### src/hdl/rv32id_pkg.sv
// Shared definitions for the RV32I instruction decoder.
// Holds opcode and format codes and the decoded result type; depends on nothing.
package rv32id_pkg;

    localparam logic [6:0] MAJ_LOAD   = 7'h03;
    localparam logic [6:0] MAJ_IMM    = 7'h13;
    localparam logic [6:0] MAJ_AUIPC  = 7'h17;
    localparam logic [6:0] MAJ_STORE  = 7'h23;
    localparam logic [6:0] MAJ_OP     = 7'h33;
    localparam logic [6:0] MAJ_LUI    = 7'h37;
    localparam logic [6:0] MAJ_BRANCH = 7'h63;
    localparam logic [6:0] MAJ_JALR   = 7'h67;
    localparam logic [6:0] MAJ_JAL    = 7'h6F;

    localparam logic [2:0] FMT_I = 3'd0;
    localparam logic [2:0] FMT_U = 3'd1;
    localparam logic [2:0] FMT_R = 3'd2;
    localparam logic [2:0] FMT_J = 3'd3;
    localparam logic [2:0] FMT_B = 3'd4;
    localparam logic [2:0] FMT_S = 3'd5;

    localparam logic [1:0] STN_LOAD  = 2'd0;
    localparam logic [1:0] STN_STORE = 2'd1;
    localparam logic [1:0] STN_RS    = 2'd2;

    localparam logic [1:0] RBK_STORE  = 2'd0;
    localparam logic [1:0] RBK_BRANCH = 2'd1;
    localparam logic [1:0] RBK_JALR   = 2'd2;
    localparam logic [1:0] RBK_REG    = 2'd3;

    localparam logic [2:0] F3_SLTIU = 3'd3;

    localparam int INSTR_W = 32;
    localparam int RESULT_W = 80;

    typedef struct packed {
        logic [4:0]  alu_code;
        logic [1:0]  rob_kind;
        logic [1:0]  station_kind;
        logic [10:0] packed_op;
        logic [2:0]  format_kind;
        logic [6:0]  major_opcode;
        logic [31:0] imm_value;
        logic [2:0]  funct3_field;
        logic [4:0]  src2_reg;
        logic [4:0]  src1_reg;
        logic [4:0]  dest_reg;
    } dec_result_t;

endpackage

### src/hdl/rv32i_instruction_decoder.sv
// RV32I instruction decoder: one instruction word in, one decoded result out.
// Instruction register, then result register, with a single decode pass between them;
// one transaction per cycle while m_axis_tready does not stall the output.
// Either register stage accepts a new transaction while its contents move on.
// rst_n asynchronously clears both valid flags; data registers are not reset.
// Uses rv32id_pkg for opcode codes and the result type.
module rv32i_instruction_decoder
(
    input  logic        clk,
    input  logic        rst_n,
    input  logic        s_axis_tvalid,
    output logic        s_axis_tready,
    input  logic [31:0] s_axis_tdata,   // [31:0] instruction
    output logic        m_axis_tvalid,
    input  logic        m_axis_tready,
    // [4:0] dest_reg, [9:5] src1_reg, [14:10] src2_reg, [17:15] funct3_field,
    // [49:18] imm_value, [56:50] major_opcode, [59:57] format_kind,
    // [70:60] packed_op, [72:71] station_kind, [74:73] rob_kind, [79:75] alu_code
    output logic [rv32id_pkg::RESULT_W-1:0] m_axis_tdata,
    output logic        m_axis_tuser    // [0] illegal
);

    logic                                in_valid_reg;
    logic [rv32id_pkg::INSTR_W-1:0]      instr_reg;
    logic                                out_valid_reg;
    rv32id_pkg::dec_result_t             result_reg;
    rv32id_pkg::dec_result_t             result_next;
    logic                                illegal_reg;
    logic                                illegal_next;
    logic                                out_ready;
    logic                                in_ready;

    logic [6:0]  opc;
    logic [2:0]  f3;
    logic [31:0] imm_i;
    logic [10:0] pop;
    logic [31:0] imm;
    logic [2:0]  fmt;
    logic        known;

    assign out_ready     = !out_valid_reg || m_axis_tready;
    assign in_ready      = !in_valid_reg || out_ready;
    assign s_axis_tready = in_ready;

    assign opc   = instr_reg[6:0];
    assign f3    = instr_reg[14:12];
    assign imm_i = {{20{instr_reg[31]}}, instr_reg[31:20]};

    always_comb
    begin
        known = 1'b1;
        fmt   = rv32id_pkg::FMT_I;
        pop   = 11'd0;
        imm   = imm_i;
        case (opc)
            rv32id_pkg::MAJ_IMM, rv32id_pkg::MAJ_LOAD, rv32id_pkg::MAJ_JALR:
            begin
                fmt = rv32id_pkg::FMT_I;
                pop = {1'b0, f3, opc};
                // SLTIU takes its immediate zero-extended.
                if (opc == rv32id_pkg::MAJ_IMM && f3 == rv32id_pkg::F3_SLTIU)
                begin
                    imm = {20'd0, instr_reg[31:20]};
                end
            end
            rv32id_pkg::MAJ_LUI, rv32id_pkg::MAJ_AUIPC:
            begin
                fmt = rv32id_pkg::FMT_U;
                pop = {4'd0, opc};
                imm = {instr_reg[31:12], 12'd0};
            end
            rv32id_pkg::MAJ_OP:
            begin
                fmt = rv32id_pkg::FMT_R;
                pop = {instr_reg[30], f3, opc};
            end
            rv32id_pkg::MAJ_JAL:
            begin
                fmt = rv32id_pkg::FMT_J;
                pop = {4'd0, opc};
                imm = {{12{instr_reg[31]}}, instr_reg[19:12], instr_reg[20],
                       instr_reg[30:21], 1'b0};
            end
            rv32id_pkg::MAJ_BRANCH:
            begin
                fmt = rv32id_pkg::FMT_B;
                pop = {1'b0, f3, opc};
                imm = {{20{instr_reg[31]}}, instr_reg[7], instr_reg[30:25],
                       instr_reg[11:8], 1'b0};
            end
            rv32id_pkg::MAJ_STORE:
            begin
                fmt = rv32id_pkg::FMT_S;
                pop = {1'b0, f3, opc};
                imm = {{20{instr_reg[31]}}, instr_reg[31:25], instr_reg[11:7]};
            end
            default:
            begin
                known = 1'b0;
            end
        endcase
    end

    always_comb
    begin
        result_next              = '0;
        illegal_next             = !known;
        if (known)
        begin
            result_next.dest_reg     = instr_reg[11:7];
            result_next.src1_reg     = instr_reg[19:15];
            result_next.src2_reg     = instr_reg[24:20];
            result_next.funct3_field = f3;
            result_next.imm_value    = imm;
            result_next.major_opcode = opc;
            result_next.format_kind  = fmt;
            result_next.packed_op    = pop;
            if (opc == rv32id_pkg::MAJ_LOAD)
                result_next.station_kind = rv32id_pkg::STN_LOAD;
            else if (opc == rv32id_pkg::MAJ_STORE)
                result_next.station_kind = rv32id_pkg::STN_STORE;
            else
                result_next.station_kind = rv32id_pkg::STN_RS;
            if (opc == rv32id_pkg::MAJ_STORE)
                result_next.rob_kind = rv32id_pkg::RBK_STORE;
            else if (opc == rv32id_pkg::MAJ_JAL || opc == rv32id_pkg::MAJ_BRANCH)
                result_next.rob_kind = rv32id_pkg::RBK_BRANCH;
            else if (opc == rv32id_pkg::MAJ_JALR)
                result_next.rob_kind = rv32id_pkg::RBK_JALR;
            else
                result_next.rob_kind = rv32id_pkg::RBK_REG;
            // The top bit of the ALU code marks a conditional branch.
            result_next.alu_code = {(opc == rv32id_pkg::MAJ_BRANCH), pop[10:7]};
        end
    end

    always_ff @(posedge clk or negedge rst_n)
    begin
        if (!rst_n)
        begin
            in_valid_reg  <= 1'b0;
            out_valid_reg <= 1'b0;
        end
        else
        begin
            if (in_ready)
                in_valid_reg <= s_axis_tvalid;
            if (out_ready)
                out_valid_reg <= in_valid_reg;
        end
    end

    always_ff @(posedge clk)
    begin
        if (in_ready && s_axis_tvalid)
            instr_reg <= s_axis_tdata;
        if (out_ready && in_valid_reg)
        begin
            result_reg  <= result_next;
            illegal_reg <= illegal_next;
        end
    end

    assign m_axis_tvalid = out_valid_reg;
    assign m_axis_tdata  = result_reg;
    assign m_axis_tuser  = illegal_reg;

endmodule

### config.mk
export PLATFORM = sky130hd
export DESIGN_NAME = rv32i_instruction_decoder
export DESIGN_NICKNAME = d
export VERILOG_FILES = /design/src/hdl/rv32id_pkg.sv /design/src/hdl/rv32i_instruction_decoder.sv
export SDC_FILE = /design/constraint.sdc
export NUM_CORES = 1
export LEC_CHECK = 0
export ABC_AREA = 1
export BUFFER_PORTS_ARGS = -buffer_cell sky130_fd_sc_hd__buf_2
export CORE_UTILIZATION = 35
export DETAILED_ROUTE_END_ITERATION = 8
export SYNTH_ARGS = -nofsm -noshare
export SYNTH_HDL_FRONTEND = slang
export SYNTH_SLANG_ARGS = --single-unit
### constraint.sdc
create_clock -name clk -period 7.6 [get_ports clk]
set_input_delay 0.38 -clock clk [delete_from_list [all_inputs] [get_ports clk]]
set_output_delay 0.38 -clock clk [all_outputs]
set_load 0.005 [all_outputs]
# ---- After elaboration in Yosys (flattened, before gate mapping)
# Index checks and enable logic that the tools add are counted.
dict set report op_classes {
  eq_ne 10
  mux 8
  n_bitwise 1
  n_reduce_logical 17
}
# cell n
set op_table {}
lappend op_table {{case mux 32 bit (5 select lines)} 1}
lappend op_table {{case mux 11 bit (3 select lines)} 1}
lappend op_table {{two-way mux 32 bit} 1}
lappend op_table {{== test 7 x 6 -> 1 bit (second input constant)} 3}
lappend op_table {{== test 7 bit (second input constant)} 3}
lappend op_table {{case mux 3 bit (5 select lines)} 1}
lappend op_table {{== test 7 x 5 -> 1 bit (second input constant)} 2}
lappend op_table {{OR reduction 3 bit} 3}
lappend op_table {{OR reduction 9 bit} 1}
lappend op_table {{== test 7 x 2 -> 1 bit (second input constant)} 1}
lappend op_table {{OR reduction 2 bit} 3}
lappend op_table {{OR reduction 5 bit} 1}
lappend op_table {{== test 3 x 2 -> 1 bit (second input constant)} 1}
lappend op_table {{logical AND 1 bit} 3}
lappend op_table {{logical NOT 1 bit} 3}
lappend op_table {{logical OR 1 bit} 3}
lappend op_table {{two-way mux 1 bit} 3}
lappend op_table {{two-way mux 2 bit} 1}
lappend op_table {{NOT 1 bit} 1}
dict set report word_totals {
  regBits 115
  in_bits 36
  out_inout_bits 83
  elab_cells 52
}

# ---- Longest topological paths before layout
dict set report depth {
  word_depth 5
  ltp_mapped 12
  ltp_nobuf 10
}

# ---- Worst setup path before layout
# No wires, ideal clock.
dict set report synth_timing {
  path_type {reg-to-reg}
  start {register out_valid_reg (netlist: m_axis_tvalid)}
  end {register result_reg, in the netlist m_axis_tdata[0], enable pin}
  setup_ps 537
  arrival_time_ps 4172
  t_required_ps 7063
  setup_slack_ps 2890
  stages_incl_launch_ff 2
  n_path_buf 0
  synth_period_minus_slack_ps 4710
  path_cell_list {dfrtp_1 > a21oi_1}
}
dict set report synth_via {
  elab_chain_cells 3
}
# item line
set synth_lines {}
lappend synth_lines {{from (decl)} rv32i_instruction_decoder.sv:25} ;# logic out_valid_reg;
lappend synth_lines {{from (signal assigned)} rv32i_instruction_decoder.sv:149} ;# out_valid_reg <= in_valid_reg;
lappend synth_lines {{logical NOT 1 bit} rv32i_instruction_decoder.sv:41} ;# assign out_ready = !out_valid_reg || m_axis_tready;
lappend synth_lines {{logical OR 1 bit} rv32i_instruction_decoder.sv:41}
lappend synth_lines {{logical AND 1 bit} rv32i_instruction_decoder.sv:157} ;# if (out_ready && in_valid_reg)
lappend synth_lines {{to (signal assigned)} rv32i_instruction_decoder.sv:159} ;# result_reg <= result_next;
lappend synth_lines {{to (decl)} rv32i_instruction_decoder.sv:26} ;# rv32id_pkg::dec_result_t result_reg;
# Every way passes these cells.
# A chain may end at the register's enable or synchronous reset.

# ---- Worst setup path after layout
dict set report layout_timing {
  start {register instr_reg[5] (netlist name)}
  end {register result_reg, in the netlist m_axis_tdata[35], data pin}
}
dict set report layout_via {
  elab_chain_cells 4
  word_cells_on_any_way 16
  classes_between {9 x eq/ne; 3 x mux; 4 x reduce/logical}
}
# item line
set layout_lines {}
lappend layout_lines {{from (decl)} rv32i_instruction_decoder.sv:24} ;# logic [rv32id_pkg::INSTR_W-1:0] instr_reg;
lappend layout_lines {{from (signal assigned)} rv32i_instruction_decoder.sv:156} ;# instr_reg <= s_axis_tdata;
lappend layout_lines {{== test 7 x 5 -> 1 bit} {rv32i_instruction_decoder.sv:55, rv32i_instruction_decoder.sv:61}}
lappend layout_lines {{logical AND 1 bit} rv32i_instruction_decoder.sv:61} ;# if (opc == rv32id_pkg::MAJ_IMM && f3 == rv32id_pkg::F3_SLTIU)
lappend layout_lines {{two-way mux 32 bit} rv32i_instruction_decoder.sv:61}
lappend layout_lines {{case mux 32 bit (5 select lines)} rv32i_instruction_decoder.sv:55} ;# case (opc)
# Parallel ways exist; a longest one is shown, timed or not.

==> key figures <==
Worst setup path
  – Crit path DAT: 2.84 ns
  – R2R Setup Slk: 4.81 ns
  – Reg2reg end: m_axis_tdata[35]
  – CP required: 7.65 ns
  – Top delay family on crit path: simple AND/OR/NAND/NOR gates
  – WP buf/inv: 0
  – CP max stage delay: 0.90 ns
  – Critical Path, Cell by Cell: nand2_1 -> nor2_1 -> nand2_1 -> nand2_1 -> nor2_4 -> nand2_4 -> nor2_4 -> nor2_1
  – Critical path endpoint category: flip-flop
  – Worst setup SP type: flip-flop
  – CP dominant cell by count: nand2_1
  – Reg-to-Reg Start: instr_reg[5]
  – Crit path max fanout: 53
  – Critical-path top delay cell: nor2_4
  – Worst R2R Path Depth: 8
  – Worst setup path class: reg2reg

Route
  – Initial drt markers: 202
  – TritonRoute pass-1 iters: 4
  – DRC: 0
  – Post-Route WL: 10200 um
  – Number of routed nets with antenna violations: 0
  – Via count: 3235
  – Routed WL per cell: 14.4 um
  – Post-DR vias/cell: 4.59

Layout
  – FF+latch area: 3320 sq um
  – Area delta synth->final: 21.5%
  – Fillers: 1261
  – Final net count: 564
  – Post-layout instance area: 5670 sq um
  – Share of cells above drive strength 1: 0.289
  – Multi-input combinational cell area: 1080 sq um
  – Max FFs per register: 76
  – ANT cells: 0
  – Post-Route Utilization: 0.442

Place
  – Worst slack, placed: 4.80 ns
  – I/O Buffers: 118
  – Placement Cell Area: 5380 sq um
  – Hpwl dp: 6920 um
  – Gp weighted congestion: 0.804

Logic synthesis
  – Mapped Area: 4660 sq um
  – Flops & latches, synth: 111
  – Synth unique cells: 18
  – Syn nets: 450
  – Syn Area/Cell: 11.3 sq um
  – Sequential share of the synthesized area: 0.712
  – Cells after Synth: 414
  – Synthesis Warnings: 0

Clocking
  – Clk sink count: 111
  – Hold_buf cts: 1
  – Bufs on Longest Clock Path: 2
  – Reg clk slew, reported paths: 0.07 ns
  – # resized after CTS: 0
  – CTS root buffer: clkbuf_16
  – TritonCTS clock tree: yes
  – CTS buffer count: 9
  – Worst-skew pair later-pin latency: 0.35 ns
  – Post-CTS setup buffers: 0
  – CTS H-Tree Depth: 3

STA
  – WHS: 0.200 ns
  – Tmin final: 2.79 ns
  – Final Setup Violations: 0
  – Final worst-path cycle share: 0.367
  – RSZ-0062 raised after global routing: false
  – Setup Skew: 0.00966 ns
  – Achievable Freq: 0.358 GHz
  – Final Hold Violating Endpoints: 0
  – Worst-margin pin slew: 1.19 ns
  – Final setup margin: 4.81 ns
  – Slew headroom: 0.202
  – Fin. max-slew vios: 0
  – Setup TNS Final: 0 ns

Floorplan
  – # IOs: 119
  – Initial core utilization: 0.364
  – Floorplan core area: 12800 sq um
  – # rows: 41
  – Die area: 13800 sq um
  – Height of the chip: 117 um
  – Die span in x: 117 um

Status
  – Outcome: finished clean

Global route
  – Number of global-route vias before repair: 3217
  – Tot GR Track Use: 0.153
  – Gr ovfl total: 0
  – First-pass GRT wire length: 16000 um
  – Initial antenna violation count: 0
  – Pin count of the biggest net entering global routing: 78

Hold path
  – Hold-critical path depth: 1
  – Worst hold path type: in2reg
  – Worst Hold End: instr_reg[23]
  – Min-delay src: s_axis_tdata[23]

Power and ir drop
  – Maximum vdd drop: 0.116 mV
  – Leakage power: 2.71 nW
  – Power Dens Cells: 240 nW/um^2

Job
  – Total of max-cap violations: 0
## how the worst max path moves through the flow
| stage | start | to | cells past startpoint |
|---|---|---|---|
| after global placement | instr_reg[5] | m_axis_tdata[42] | 8 |
| after CTS | instr_reg[5] | m_axis_tdata[30] | 8 |
| final | instr_reg[5] | m_axis_tdata[35] | 8 |
| after global routing | instr_reg[5] | m_axis_tdata[30] | 8 |
| after floorplan | m_axis_tvalid | m_axis_tdata[0] | 1 |
| after detailed placement | instr_reg[5] | m_axis_tdata[35] | 8 |
## cell usage in the layout (no fill, tap or decap)
cell type,count
buf_2,118
edfxtp_1,109
nor2_1,100
nand2_1,81
nand3_1,43
inv_1,34
clkbuf_16,9
inv_2,7
nor2_4,5
nand2_2,3
nand2_4,3
a21oi_1,3
clkbuf_1,3
nor2_2,2
nor3_1,2
dfrtp_1,2
buf_4,2
a21oi_4,1
nor2_8,1
clkinv_2,1
bufinv_16,1
clkinv_1,1
clkinvlp_4,1
dlygate4sd3_1,1
## layer usage
layer,global-route usage,vias to the layer above,wire (um)
met5,0,-,0
met4,0.0641,0,96
met3,0.0263,7,580
met2,0.253,113,4980
met1,0.197,1532,4500
li1,-,1583,-
## logic make-up (layout without fill, tap and decap cells)
logic type / count (synthesis) / after routing / synth area share
AO/OA/AOI/OAI: 4 / 4 / 0.00429
flip-flops: 111 / 111 / 0.712
buffers and inverters: 59 / 178 / 0.0590
AND/OR/NAND/NOR: 240 / 240 / 0.224
## where the power goes
group	switching, mW	leakage, nW	internal, mW	total [mW]
clock	0.203	0.134	0.255	0.458
sequential	0.0238	1.09	0.742	0.766
combinational	0.0854	1.49	0.0486	0.134
## stage by stage
| step | total power, mW | instances |
|---|---|---|
| 2_1_floorplan | 0.849 | 414 |
| 3_3_place_gp | 0.914 | 688 |
| 3_5_place_dp | 0.916 | 688 |
| 4_1_cts | 1.37 | 705 |
| 5_1_grt | 1.41 | 705 |
| 6_report | 1.36 | 705 |
## synthesized netlist by cell type, drive strengths merged
library cell	count	area (sq um)
dfrtp	2	50.1
edfxtp	109	3270
nand2	87	357
a21oi	4	20.0
nor3	2	10.0
inv	41	154
nand3	43	215
nor2	108	464
buf	18	121
## final cells by class
type                    instances  share of cell area
clock buffers                  12              0.0417
clock inverters                 4             0.00817
inverters                      41              0.0272
multi-input cells             244               0.190
flip-flops and latches        111               0.586
well taps                     172              0.0380
repair buffers                121               0.109
No activity file was read; power rests on OpenSTA's default activity.
